File: src/rtl/core/audio_channel_matrix_mixer_core_defines.svh
// Assertion macros shared by the mixer RTL.
// Depends on nothing; the including module must have clk_i and rst_ni.
`ifndef AUDIO_CHANNEL_MATRIX_MIXER_CORE_DEFINES_SVH
`define AUDIO_CHANNEL_MATRIX_MIXER_CORE_DEFINES_SVH

// Checked on every clock edge once reset has been released.
`define ACMM_ASSERT(label, prop, msg) \
  label: assert property (@(posedge clk_i) disable iff (!rst_ni) prop) else $error(msg);

// Checked on every clock edge, reset included.
`define ACMM_ASSERT_ALWAYS(label, prop, msg) \
  label: assert property (@(posedge clk_i) prop) else $error(msg);

`endif

File: src/rtl/core/acmm_pkg.sv
// Shared types, constants and helpers for the channel matrix mixer.
// Depends on nothing; used by every module of the mixer.
`default_nettype none

package acmm_pkg;

  localparam int MAX_CHANNELS = 8;
  localparam int CH_LIMIT     = (MAX_CHANNELS < 8) ? MAX_CHANNELS : 8;

  localparam int IDX_W      = 3;
  localparam int CNT_W      = 4;
  localparam int SAMPLE_W   = 24;
  localparam int GAIN_IN_W  = 17;
  localparam int GAIN_W     = 16;
  localparam int GADDR_W    = 2 * IDX_W;
  localparam int GAIN_DEPTH = 1 << GADDR_W;
  localparam int FB_DEPTH   = 1 << IDX_W;
  localparam int PROD_W     = SAMPLE_W + GAIN_W + 1;
  localparam int ACC_W      = PROD_W + IDX_W;
  localparam int FRAC_SHIFT = 15;
  localparam int Y_W        = ACC_W - FRAC_SHIFT;

  localparam logic [GAIN_W-1:0] GAIN_ONE = 16'h8000;
  localparam logic signed [SAMPLE_W-1:0] SAMPLE_MAX = 24'sh7FFFFF;
  localparam logic signed [SAMPLE_W-1:0] SAMPLE_MIN = -24'sh800000;

  localparam int CQ_DEPTH = 2;
  localparam int CQ_PTR_W = $clog2(CQ_DEPTH);
  localparam int RQ_DEPTH = 8;
  localparam int RQ_PTR_W = $clog2(RQ_DEPTH);

  localparam logic REG_IN_CHANNELS  = 1'b0;
  localparam logic REG_OUT_CHANNELS = 1'b1;

  localparam logic [CNT_W-1:0] CH_RESET = 4'd2;

  typedef struct packed {
    logic                       is_gain;
    logic signed [SAMPLE_W-1:0] sample;
    logic [GADDR_W-1:0]         gaddr;
    logic [GAIN_W-1:0]          gain;
  } cmd_t;

  typedef struct packed {
    logic signed [SAMPLE_W-1:0] mixed_sample;
    logic [IDX_W-1:0]           out_channel;
    logic                       last;
  } res_t;

  function automatic logic [CNT_W-1:0] eff_count(input logic [CNT_W-1:0] r);
    logic [CNT_W-1:0] n;
    n = r;
    if (n == '0) n = CNT_W'(1);
    if (n > CNT_W'(CH_LIMIT)) n = CNT_W'(CH_LIMIT);
    return n;
  endfunction

endpackage

`default_nettype wire

File: src/rtl/core/acmm_front.sv
// Input side of the mixer: accepts words, clamps gains and queues commands.
// Depends on acmm_pkg.
`default_nettype none

module acmm_front import acmm_pkg::*; (
  input  wire logic                        clk_i,
  input  wire logic                        rst_ni,
  input  wire logic                        push_i,
  output logic                             full_o,
  input  wire logic                        kind_i,
  input  wire logic signed [SAMPLE_W-1:0]  sample_i,
  input  wire logic [IDX_W-1:0]            gain_row_i,
  input  wire logic [IDX_W-1:0]            gain_col_i,
  input  wire logic signed [GAIN_IN_W-1:0] gain_value_i,
  output logic                             cmd_valid_o,
  output cmd_t                             cmd_o,
  input  wire logic                        cmd_pop_i
);

  cmd_t                cq_mem_q [CQ_DEPTH];
  logic [CQ_PTR_W-1:0] wr_ptr_q, wr_ptr_d;
  logic [CQ_PTR_W-1:0] rd_ptr_q, rd_ptr_d;
  logic [CQ_PTR_W:0]   cnt_q, cnt_d;
  logic                wr_en;
  logic                rd_en;
  cmd_t                cmd_new;
  logic [GAIN_W-1:0]   gain_clamped;

  always_comb begin
    if (gain_value_i[GAIN_IN_W-1]) begin
      gain_clamped = '0;
    end else if (gain_value_i[GAIN_W-1:0] > GAIN_ONE) begin
      gain_clamped = GAIN_ONE;
    end else begin
      gain_clamped = gain_value_i[GAIN_W-1:0];
    end
    cmd_new.is_gain = kind_i;
    cmd_new.sample  = sample_i;
    cmd_new.gaddr   = {gain_row_i, gain_col_i};
    cmd_new.gain    = gain_clamped;
  end

  assign full_o      = (cnt_q == (CQ_PTR_W + 1)'(CQ_DEPTH));
  assign cmd_valid_o = (cnt_q != '0);
  assign cmd_o       = cq_mem_q[rd_ptr_q];
  assign wr_en       = push_i && !full_o;
  assign rd_en       = cmd_pop_i && cmd_valid_o;

  always_comb begin
    wr_ptr_d = wr_ptr_q;
    rd_ptr_d = rd_ptr_q;
    cnt_d    = cnt_q;
    if (wr_en) begin
      wr_ptr_d = wr_ptr_q + CQ_PTR_W'(1);
    end
    if (rd_en) begin
      rd_ptr_d = rd_ptr_q + CQ_PTR_W'(1);
    end
    if (wr_en && !rd_en) begin
      cnt_d = cnt_q + (CQ_PTR_W + 1)'(1);
    end else if (rd_en && !wr_en) begin
      cnt_d = cnt_q - (CQ_PTR_W + 1)'(1);
    end
  end

  always_ff @(posedge clk_i or negedge rst_ni) begin
    if (!rst_ni) begin
      wr_ptr_q <= '0;
      rd_ptr_q <= '0;
      cnt_q    <= '0;
    end else begin
      wr_ptr_q <= wr_ptr_d;
      rd_ptr_q <= rd_ptr_d;
      cnt_q    <= cnt_d;
    end
  end

  always_ff @(posedge clk_i) begin
    if (wr_en) begin
      cq_mem_q[wr_ptr_q] <= cmd_new;
    end
  end

endmodule

`default_nettype wire

File: src/rtl/core/acmm_back.sv
// Execution side of the mixer: gain matrix, frame buffer and the shared
// multiply-accumulate sequencer. Depends on acmm_pkg and the assertion macros.
`default_nettype none
`include "audio_channel_matrix_mixer_core_defines.svh"

module acmm_back import acmm_pkg::*; (
  input  wire logic             clk_i,
  input  wire logic             rst_ni,
  input  wire logic             cmd_valid_i,
  input  wire cmd_t             cmd_i,
  output logic                  cmd_pop_o,
  input  wire logic [CNT_W-1:0] in_channels_i,
  input  wire logic [CNT_W-1:0] out_channels_i,
  input  wire logic             res_full_i,
  output logic                  res_push_o,
  output res_t                  res_o
);

  localparam logic [2:0] ST_IDLE  = 3'd0;
  localparam logic [2:0] ST_WAIT  = 3'd1;
  localparam logic [2:0] ST_MAC   = 3'd2;
  localparam logic [2:0] ST_DRAIN = 3'd3;
  localparam logic [2:0] ST_FIN   = 3'd4;

  logic [2:0]       st_q, st_d;
  logic [IDX_W-1:0] pos_q, pos_d;
  logic [IDX_W-1:0] j_q, j_d;
  logic [IDX_W-1:0] k_q, k_d;
  logic [CNT_W-1:0] nin, nout;
  logic             frame_done;
  logic             k_last;
  logic             j_last;

  logic [GAIN_W-1:0]   gmem [GAIN_DEPTH];
  logic [GAIN_DEPTH-1:0] gval_q;
  logic                gwr;
  logic [GADDR_W-1:0]  rd_addr;
  logic [GAIN_W-1:0]   g_rd_q;
  logic                gv_rd_q;
  logic [GAIN_W-1:0]   g_eff;

  logic signed [SAMPLE_W-1:0] fb_q [FB_DEPTH];
  logic                       fb_wr;
  logic signed [SAMPLE_W-1:0] s_rd_q;

  logic                     issue;
  logic                     p1_v_q, p1_last_q;
  logic                     p2_v_q, p2_last_q;
  logic signed [PROD_W-1:0] prod_q;
  logic signed [ACC_W-1:0]  acc_q;
  logic                     acc_clr;

  logic signed [ACC_W-1:0]    rnd;
  logic signed [Y_W-1:0]      y;
  logic signed [SAMPLE_W-1:0] y_sat;

  assign nin        = eff_count(in_channels_i);
  assign nout       = eff_count(out_channels_i);
  assign frame_done = (({1'b0, pos_q} + CNT_W'(1)) >= nin);
  assign k_last     = (({1'b0, k_q} + CNT_W'(1)) == nin);
  assign j_last     = (({1'b0, j_q} + CNT_W'(1)) == nout);

  assign cmd_pop_o = (st_q == ST_IDLE) && cmd_valid_i;
  assign gwr       = cmd_pop_o && cmd_i.is_gain;
  assign fb_wr     = cmd_pop_o && !cmd_i.is_gain;
  assign issue     = (st_q == ST_MAC);
  assign rd_addr   = {j_q, k_q};
  assign acc_clr   = (st_q == ST_WAIT) && !res_full_i;
  assign g_eff     = gv_rd_q ? g_rd_q : '0;

  always_comb begin
    st_d  = st_q;
    pos_d = pos_q;
    j_d   = j_q;
    k_d   = k_q;
    case (st_q)
      ST_IDLE: begin
        if (fb_wr) begin
          if (frame_done) begin
            pos_d = '0;
            j_d   = '0;
            st_d  = ST_WAIT;
          end else begin
            pos_d = pos_q + IDX_W'(1);
          end
        end
      end
      ST_WAIT: begin
        if (!res_full_i) begin
          k_d  = '0;
          st_d = ST_MAC;
        end
      end
      ST_MAC: begin
        k_d = k_q + IDX_W'(1);
        if (k_last) begin
          st_d = ST_DRAIN;
        end
      end
      ST_DRAIN: begin
        if (p2_v_q && p2_last_q) begin
          st_d = ST_FIN;
        end
      end
      ST_FIN: begin
        if (j_last) begin
          st_d = ST_IDLE;
        end else begin
          j_d  = j_q + IDX_W'(1);
          st_d = ST_WAIT;
        end
      end
      default: begin
        st_d = ST_IDLE;
      end
    endcase
  end

  always_ff @(posedge clk_i or negedge rst_ni) begin
    if (!rst_ni) begin
      st_q      <= ST_IDLE;
      pos_q     <= '0;
      j_q       <= '0;
      k_q       <= '0;
      gval_q    <= '0;
      p1_v_q    <= 1'b0;
      p1_last_q <= 1'b0;
      p2_v_q    <= 1'b0;
      p2_last_q <= 1'b0;
    end else begin
      st_q      <= st_d;
      pos_q     <= pos_d;
      j_q       <= j_d;
      k_q       <= k_d;
      p1_v_q    <= issue;
      p1_last_q <= issue && k_last;
      p2_v_q    <= p1_v_q;
      p2_last_q <= p1_last_q;
      if (gwr) begin
        gval_q[cmd_i.gaddr] <= 1'b1;
      end
    end
  end

  always_ff @(posedge clk_i) begin
    if (gwr) begin
      gmem[cmd_i.gaddr] <= cmd_i.gain;
    end
    g_rd_q  <= gmem[rd_addr];
    gv_rd_q <= gval_q[rd_addr];
  end

  always_ff @(posedge clk_i) begin
    if (fb_wr) begin
      fb_q[pos_q] <= cmd_i.sample;
    end
    s_rd_q <= fb_q[k_q];
  end

  always_ff @(posedge clk_i) begin
    prod_q <= PROD_W'(s_rd_q) * PROD_W'($signed({1'b0, g_eff}));
    if (acc_clr) begin
      acc_q <= '0;
    end else if (p2_v_q) begin
      acc_q <= acc_q + {{(ACC_W - PROD_W){prod_q[PROD_W-1]}}, prod_q};
    end
  end

  always_comb begin
    rnd = acc_q + ACC_W'(1 << (FRAC_SHIFT - 1));
    y   = rnd[ACC_W-1:FRAC_SHIFT];
    if (y > Y_W'(SAMPLE_MAX)) begin
      y_sat = SAMPLE_MAX;
    end else if (y < Y_W'(SAMPLE_MIN)) begin
      y_sat = SAMPLE_MIN;
    end else begin
      y_sat = y[SAMPLE_W-1:0];
    end
  end

  assign res_push_o         = (st_q == ST_FIN);
  assign res_o.mixed_sample = y_sat;
  assign res_o.out_channel  = j_q;
  assign res_o.last         = j_last;

  `ACMM_ASSERT(a_pop_only_idle, cmd_pop_o |-> (st_q == ST_IDLE) && cmd_valid_i, "Pop while busy")
  `ACMM_ASSERT(a_push_has_room, res_push_o |-> !res_full_i, "Result pushed into a full queue")
  `ACMM_ASSERT(a_tap_in_range, issue |-> ({1'b0, k_q} < nin), "Tap index beyond input count")
  `ACMM_ASSERT(a_last_ends_frame, res_push_o && res_o.last |=> (st_q == ST_IDLE), "Frame overran")
  `ACMM_ASSERT(a_drain_done, p2_v_q && p2_last_q |-> (st_q == ST_DRAIN), "Late final product")

endmodule

`default_nettype wire

File: src/rtl/core/acmm_res_fifo.sv
// Result queue between the accumulator and the output ports.
// Depends on acmm_pkg.
`default_nettype none

module acmm_res_fifo import acmm_pkg::*; (
  input  wire logic clk_i,
  input  wire logic rst_ni,
  input  wire logic push_i,
  input  wire res_t data_i,
  output logic      full_o,
  output logic      empty_o,
  input  wire logic pop_i,
  output res_t      data_o
);

  res_t                rq_mem_q [RQ_DEPTH];
  logic [RQ_PTR_W-1:0] wr_ptr_q, rd_ptr_q;
  logic [RQ_PTR_W:0]   cnt_q, cnt_d;
  logic                wr_en;
  logic                rd_en;

  assign full_o  = (cnt_q == (RQ_PTR_W + 1)'(RQ_DEPTH));
  assign empty_o = (cnt_q == '0);
  assign data_o  = rq_mem_q[rd_ptr_q];
  assign wr_en   = push_i && !full_o;
  assign rd_en   = pop_i && !empty_o;

  always_comb begin
    cnt_d = cnt_q;
    if (wr_en && !rd_en) begin
      cnt_d = cnt_q + (RQ_PTR_W + 1)'(1);
    end else if (rd_en && !wr_en) begin
      cnt_d = cnt_q - (RQ_PTR_W + 1)'(1);
    end
  end

  always_ff @(posedge clk_i or negedge rst_ni) begin
    if (!rst_ni) begin
      wr_ptr_q <= '0;
      rd_ptr_q <= '0;
      cnt_q    <= '0;
    end else begin
      cnt_q <= cnt_d;
      if (wr_en) begin
        wr_ptr_q <= wr_ptr_q + RQ_PTR_W'(1);
      end
      if (rd_en) begin
        rd_ptr_q <= rd_ptr_q + RQ_PTR_W'(1);
      end
    end
  end

  always_ff @(posedge clk_i) begin
    if (wr_en) begin
      rq_mem_q[wr_ptr_q] <= data_i;
    end
  end

endmodule

`default_nettype wire

File: src/rtl/core/audio_channel_matrix_mixer_core.sv
// Gain words and samples enter a two-deep command queue, one word per cycle while it is
// not full; the back end pops commands only while idle. The sample completing a frame
// starts the mix, and the results for the output channels are computed one after another
// by the single shared multiply-accumulate.
// Reset: asynchronous, active low; queues empty, gain matrix reads as zero, frame position
// zero, both channel counts 2. Depends on acmm_pkg, acmm_front, acmm_back, acmm_res_fifo.
`default_nettype none

module audio_channel_matrix_mixer_core import acmm_pkg::*; (
  input  wire logic                        clk_i,
  input  wire logic                        rst_ni,
  input  wire logic                        psel,
  input  wire logic                        penable,
  input  wire logic                        pwrite,
  input  wire logic [2:0]                  paddr,
  input  wire logic [31:0]                 pwdata,
  output logic [31:0]                      prdata,
  output logic                             pready,
  input  wire logic                        push,
  output logic                             full,
  input  wire logic                        kind_i,
  input  wire logic signed [SAMPLE_W-1:0]  sample_i,
  input  wire logic [IDX_W-1:0]            gain_row_i,
  input  wire logic [IDX_W-1:0]            gain_col_i,
  input  wire logic signed [GAIN_IN_W-1:0] gain_value_i,
  output logic                             empty,
  input  wire logic                        pop,
  output logic signed [SAMPLE_W-1:0]       mixed_sample_o,
  output logic [IDX_W-1:0]                 out_channel_o,
  output logic                             last_o
);

  logic [CNT_W-1:0] in_ch_q, out_ch_q;
  logic             cfg_wr;
  logic             reg_sel;
  logic             cmd_valid;
  cmd_t             cmd;
  logic             cmd_pop;
  logic             res_full;
  logic             res_push;
  res_t             res_in;
  res_t             res_out;

  assign pready  = 1'b1;
  assign reg_sel = paddr[2];
  assign cfg_wr  = psel && penable && pwrite && pready;

  always_ff @(posedge clk_i or negedge rst_ni) begin
    if (!rst_ni) begin
      in_ch_q  <= CH_RESET;
      out_ch_q <= CH_RESET;
    end else if (cfg_wr) begin
      case (reg_sel)
        REG_IN_CHANNELS:  in_ch_q  <= pwdata[CNT_W-1:0];
        REG_OUT_CHANNELS: out_ch_q <= pwdata[CNT_W-1:0];
        default: begin
        end
      endcase
    end
  end

  always_comb begin
    case (reg_sel)
      REG_IN_CHANNELS:  prdata = {{(32 - CNT_W){1'b0}}, in_ch_q};
      REG_OUT_CHANNELS: prdata = {{(32 - CNT_W){1'b0}}, out_ch_q};
      default:          prdata = '0;
    endcase
  end

  acmm_front u_front (
    .clk_i        (clk_i),
    .rst_ni       (rst_ni),
    .push_i       (push),
    .full_o       (full),
    .kind_i       (kind_i),
    .sample_i     (sample_i),
    .gain_row_i   (gain_row_i),
    .gain_col_i   (gain_col_i),
    .gain_value_i (gain_value_i),
    .cmd_valid_o  (cmd_valid),
    .cmd_o        (cmd),
    .cmd_pop_i    (cmd_pop)
  );

  acmm_back u_back (
    .clk_i          (clk_i),
    .rst_ni         (rst_ni),
    .cmd_valid_i    (cmd_valid),
    .cmd_i          (cmd),
    .cmd_pop_o      (cmd_pop),
    .in_channels_i  (in_ch_q),
    .out_channels_i (out_ch_q),
    .res_full_i     (res_full),
    .res_push_o     (res_push),
    .res_o          (res_in)
  );

  acmm_res_fifo u_res_fifo (
    .clk_i   (clk_i),
    .rst_ni  (rst_ni),
    .push_i  (res_push),
    .data_i  (res_in),
    .full_o  (res_full),
    .empty_o (empty),
    .pop_i   (pop),
    .data_o  (res_out)
  );

  assign mixed_sample_o = res_out.mixed_sample;
  assign out_channel_o  = res_out.out_channel;
  assign last_o         = res_out.last;

endmodule

`default_nettype wire
File: config.mk
export PLATFORM = sky130hd
export DESIGN_NAME = audio_channel_matrix_mixer_core
export DESIGN_NICKNAME = d
export VERILOG_FILES = /design/src/rtl/core/acmm_pkg.sv /design/src/rtl/core/acmm_front.sv /design/src/rtl/core/acmm_back.sv /design/src/rtl/core/acmm_res_fifo.sv /design/src/rtl/core/audio_channel_matrix_mixer_core.sv
export VERILOG_INCLUDE_DIRS = /design/src /design/src/rtl/core
export SDC_FILE = /design/constraint.sdc
export NUM_CORES = 2
export LEC_CHECK = 0
export BUFFER_PORTS_ARGS = -buffer_cell sky130_fd_sc_hd__buf_2
export CAP_MARGIN = 20
export CORE_ASPECT_RATIO = 1.4
export CORE_MARGIN = 3
export CORE_UTILIZATION = 51
export CTS_BUF_LIST = sky130_fd_sc_hd__clkbuf_4
export CTS_CLUSTER_SIZE = 8
export DETAILED_ROUTE_END_ITERATION = 8
export PLACE_DENSITY = 0.76
export RECOVER_POWER = 25
export SLEW_MARGIN = 10
export SYNTH_ARGS = -nofsm -noshare
export SYNTH_HDL_FRONTEND = slang
export SYNTH_SLANG_ARGS = --single-unit
File: constraint.sdc
create_clock -name clk_i -period 8.16 [get_ports clk_i]
set_input_delay 0.408 -clock clk_i [delete_from_list [all_inputs] [get_ports clk_i]]
set_output_delay 0.408 -clock clk_i [all_outputs]
set_load 0.02 [all_outputs]
==> summary.md <==
| Metric | Value |
|---|---|
| Clock buffer depth | `4` |
| FF+latch count, synth | `1,762` |
| Slew headroom | `-1.44` |
| DR DRC count | `0` |
| Fmax | `about 130 MHz` |
| Number of setup violations in the final report | `0` |
| Routed WL | `between 150,000 and 200,000 um` |
| Status | `finished, violations left` |
| Synth unique cells | `between 80 and 90` |
| Synth warnings | `0` |
| RSZ-0062 raised after global routing | `no` |
| Critical path required time | `9.37 ns` |
| CTS root buf | `clkbuf_4` |
| Seq/Total Area, Yosys | `0.614` |
| Ys async rst share | `0.0579` |
| Die ar. | `roughly 170,000 um^2` |
| Routed vias | `~46,000` |
| Dominant cell type by area after synthesis | `edfxtp_1` |
| Core Region | `161,000 um^2` |
| Switching pwr | `10.1 mW` |
| Initial core utilization | `0.516` |
| Crit end category | `flop` |
| XOR/XNOR Fraction of Synth Area | `0.0125` |
| Setup CP Type | `reg2reg` |
| Syn Inst Count | `around 5,000` |
| Mapped Area | `83,200 um^2` |
| Tcrit/Tclk final | `0.930` |
| CTS H-tree depth | `5` |
| Ranking of synthesized cells by area | `edfxtp_1 (55%), mux4_2 (12%), fa_1 (9.1%)` |
| Largest net degree at the start of global routing | `~100` |
| GPL Wtd Cong | `0.860` |
| Hold_sp | `paddr[2]` |
| TNS Setup | `0 ns` |
| Worst hold path type | `in2reg` |
| Combinational power share | `0.339` |
| Die W | `~350 um` |
| Fillers | `roughly 12,000` |
| Clk_lat worst skew | `~1.4 ns` |
| Post-synthesis compound-gate area fraction | `0.0245` |
| Slew Limit Fails | `991` |
| Least-Margin Pin Slew | `between 3 and 4 ns` |
| Most frequent cells in the layout | `edfxtp_1 (1,534), clkbuf_4 (623), inv_1 (498), mux4_2 (461), fa_1 (379)` |
| # rows | `174` |
| R2R cell count | `23` |
| Fraction of synthesized area in multiplexers | `0.143` |
| Critical R2R Capture | `u_back.prod_q[40]$_DFF_P_` |
| Nets | `6,217` |
| CTS Sinks | `1,762` |
| Largest family of logic cells by synthesized area | `multiplexers` |
| Worst-path fanout max | `between 40 and 50` |
| Most common cell after layout, fill and taps aside | `edfxtp_1` |
| Starting DRT DRC Count | `3,989` |
| Area Overhead vs Synth | `11.7%` |
| Seq pwr share | `0.428` |
| WHS Endpoint | `out_ch_q[2]$_DFFE_PN0P_` |
| Failing checks | `capacitance limit, slew limit` |
| CTS tree | `built` |
| Net Sw Frac | `0.347` |
| Clock power share | `0.233` |
| Reg2Reg Setup Slack | `0.57 ns` |
| Die height | `slightly below 500 um` |
| Total grt overflow | `0` |
| WP data arrival | `8.79 ns` |
| First-pass GRT wire length | `292,000 um` |
| Simple-Gate Fraction of Synth Area | `0.0549` |
| Hold Path Stages | `4` |
| Syn avg cell area | `16.5 um^2` |
| IO Count | `153` |
| Final instance area | `about 93,000 um^2` |
| Final Hold Viols | `0` |
| Main synth FF type | `edfxtp_1` |
| Vias in the first global route | `approximately 50,000` |
| Synth top area share | `0.553` |
| Post-synth EDFFs | `1,534` |
| Adder-cell share of the synthesized area | `0.115` |
| Fin Clk Skew | `0.131 ns` |
| Vias per cell | `5.77` |
| Reg clk slew, reported paths | `0.07 ns` |
| Int Pwr | `19.1 mW` |
| Final antenna-violating net count | `0` |
| Share of cells above drive strength 1 | `0.259` |
| PwrDens | `314 nW/um^2` |
| Detailed Place HPWL | `119,000 um` |
| Number of max-cap violations | `22` |
| Post-CTS Setup Inserts | `0` |
| CTS Buf Count | `approximately 410` |
| Reg-to-reg critical path startpoint | `u_back.gv_rd_q$_DFF_P_` |
| Tmin final | `7.59 ns` |
| Peak VDD IR | `between 300 and 400 uV` |
| Initial antenna violation count | `9` |
| Total GRT Usage | `0.231` |
| DR pass1 iterations | `5` |
| Lkg Pwr | `34.9 nW` |
| Placed instance area | `86,700 um^2` |
| Crit start category | `flop` |
| WL/cell | `24.0 um` |
| Number of I/O port buffers | `93` |
[state kept, by name, indices dropped and copies added (netlist names), 2 cells and up]
register             count
u_back.pos_q             3
u_back.k_q               3
u_front.cnt_q            2
u_back.gval_q           64
u_back.st_q              3
u_back.j_q               3
u_res_fifo.wr_ptr_q      3
u_back.prod_q           41
u_back.fb_q            192
u_front.cq_mem_q        94
u_res_fifo.rq_mem_q    224
u_back.gmem           1024
u_res_fifo.cnt_q         4
u_back.acc_q            44
in_ch_q                  4
u_back.s_rd_q           24
out_ch_q                 4
u_res_fifo.rd_ptr_q      3
u_back.g_rd_q           16
[per-stage QoR]
step           setup WS (ns)   util  power, mW  instances  hold slack (ns)
6_report               0.573  0.576       29.2       8029            0.141
5_1_grt                0.180  0.576       30.7       8015            0.138
3_5_place_dp           0.533  0.537       22.5       7158            0.337
2_1_floorplan           1.30      -       19.2       5068            0.112
4_1_cts                0.541  0.576       29.3       8001           0.0263
3_3_place_gp           0.676  0.537       22.2       7158            0.334
[metal layers]
layer | up-vias | wire length [um] | global-route usage
li1 | 19975 | - | -
met1 | 23857 | 66900 | 0.262
met2 | 2000 | 103000 | 0.416
met3 | 499 | 14000 | 0.0493
met4 | 4 | 8970 | 0.110
met5 | - | 32 | 0
[worst max-delay path, stage by stage, from the launching register on]
cell and delay, ns:
dfxtp_4 0.59, and2_1 0.63, buf_4 0.28, nand2_1 0.08, fa_1 0.51, fa_1 0.47
fa_1 0.43, inv_1 0.09, fa_1 0.44, fa_1 0.54, inv_1 0.05, fa_1 0.47
inv_1 0.04, ha_1 0.37, a21oi_2 0.17, o21ai_1 0.12, a221oi_2 0.28, o31ai_2 0.16
a311oi_2 0.43, o41ai_2 0.19, or4_1 0.48, a31o_1 0.24, o41ai_2 0.25, xnor2_1 0.12
[cells in the mapped netlist (100+ instances only)]
cell type and n:
mux4_2 461, a21oi_1 110, ha_1 158, and3_1 168, nor2_1 176, inv_1 498
dfrtp_1 100, edfxtp_1 1534, fa_1 379, clkbuf_1 183, dfxtp_1 126, mux2_2 108
nand2_1 329
[power by group through the flow]
| stage | Combinational (mW) | Sequential [mW] | Clock [mW] |
|---|---|---|---|
| 2_1_floorplan | 7.31 | 11.9 | 0 |
| 6_report | 9.88 | 12.5 | 6.81 |
| 3_5_place_dp | 9.82 | 12.6 | 0 |
| 4_1_cts | 9.91 | 12.4 | 6.97 |
| 3_3_place_gp | 9.56 | 12.6 | 0 |
| 5_1_grt | 10.8 | 12.5 | 7.39 |
[cell families (layout without fill, tap and decap cells)]
kind of cell             Yosys count  count (layout)
flip-flops                      1762            1762
AO/OA/AOI/OAI                    320             320
adder cells (fa/ha/maj)          537             537
AND/OR/NAND/NOR                  942             942
other                              2              49
buffers and inverters            761            1590
XOR/XNOR                         119             119
multiplexers                     598             598
[worst max path at each step]
stage / from / endpoint / slack [ns] / cells past startpoint
after floorplan: u_back.gv_rd_q$_DFF_P_ / u_back.prod_q[40]$_DFF_P_ / 1.30 / 25
after global placement: u_back.gv_rd_q$_DFF_P_ / u_back.prod_q[40]$_DFF_P_ / 0.68 / 23
after detailed placement: u_back.gv_rd_q$_DFF_P_ / u_back.prod_q[40]$_DFF_P_ / 0.53 / 23
after CTS: u_back.gv_rd_q$_DFF_P_ / u_back.prod_q[40]$_DFF_P_ / 0.54 / 23
after global routing: u_back.gv_rd_q$_DFF_P_ / u_back.prod_q[40]$_DFF_P_ / 0.18 / 23
final: u_back.gv_rd_q$_DFF_P_ / u_back.prod_q[40]$_DFF_P_ / 0.57 / 23
[repair_timing]
action / 4_1_cts / 5_1_grt
hold buffers: 122 / 0
resized for setup: 0 / 0
endpoints found under the hold margin: 301 / 0
[layout make-up]
class | count | area [um^2] | share of cell area
Antenna cell | 20 | 50.0 | 0.000538
Clock buffer | 623 | 4680 | 0.0503
Clock inverter | 98 | 397 | 0.00426
Inverter | 498 | 1870 | 0.0201
Multi-Input combinational cell | 2545 | 29300 | 0.315
Sequential cell | 1762 | 51200 | 0.550
Tap cell | 2112 | 2640 | 0.0284
Timing Repair Buffer | 371 | 2880 | 0.0309
Note: power is estimated with default switching activity, not from simulation.
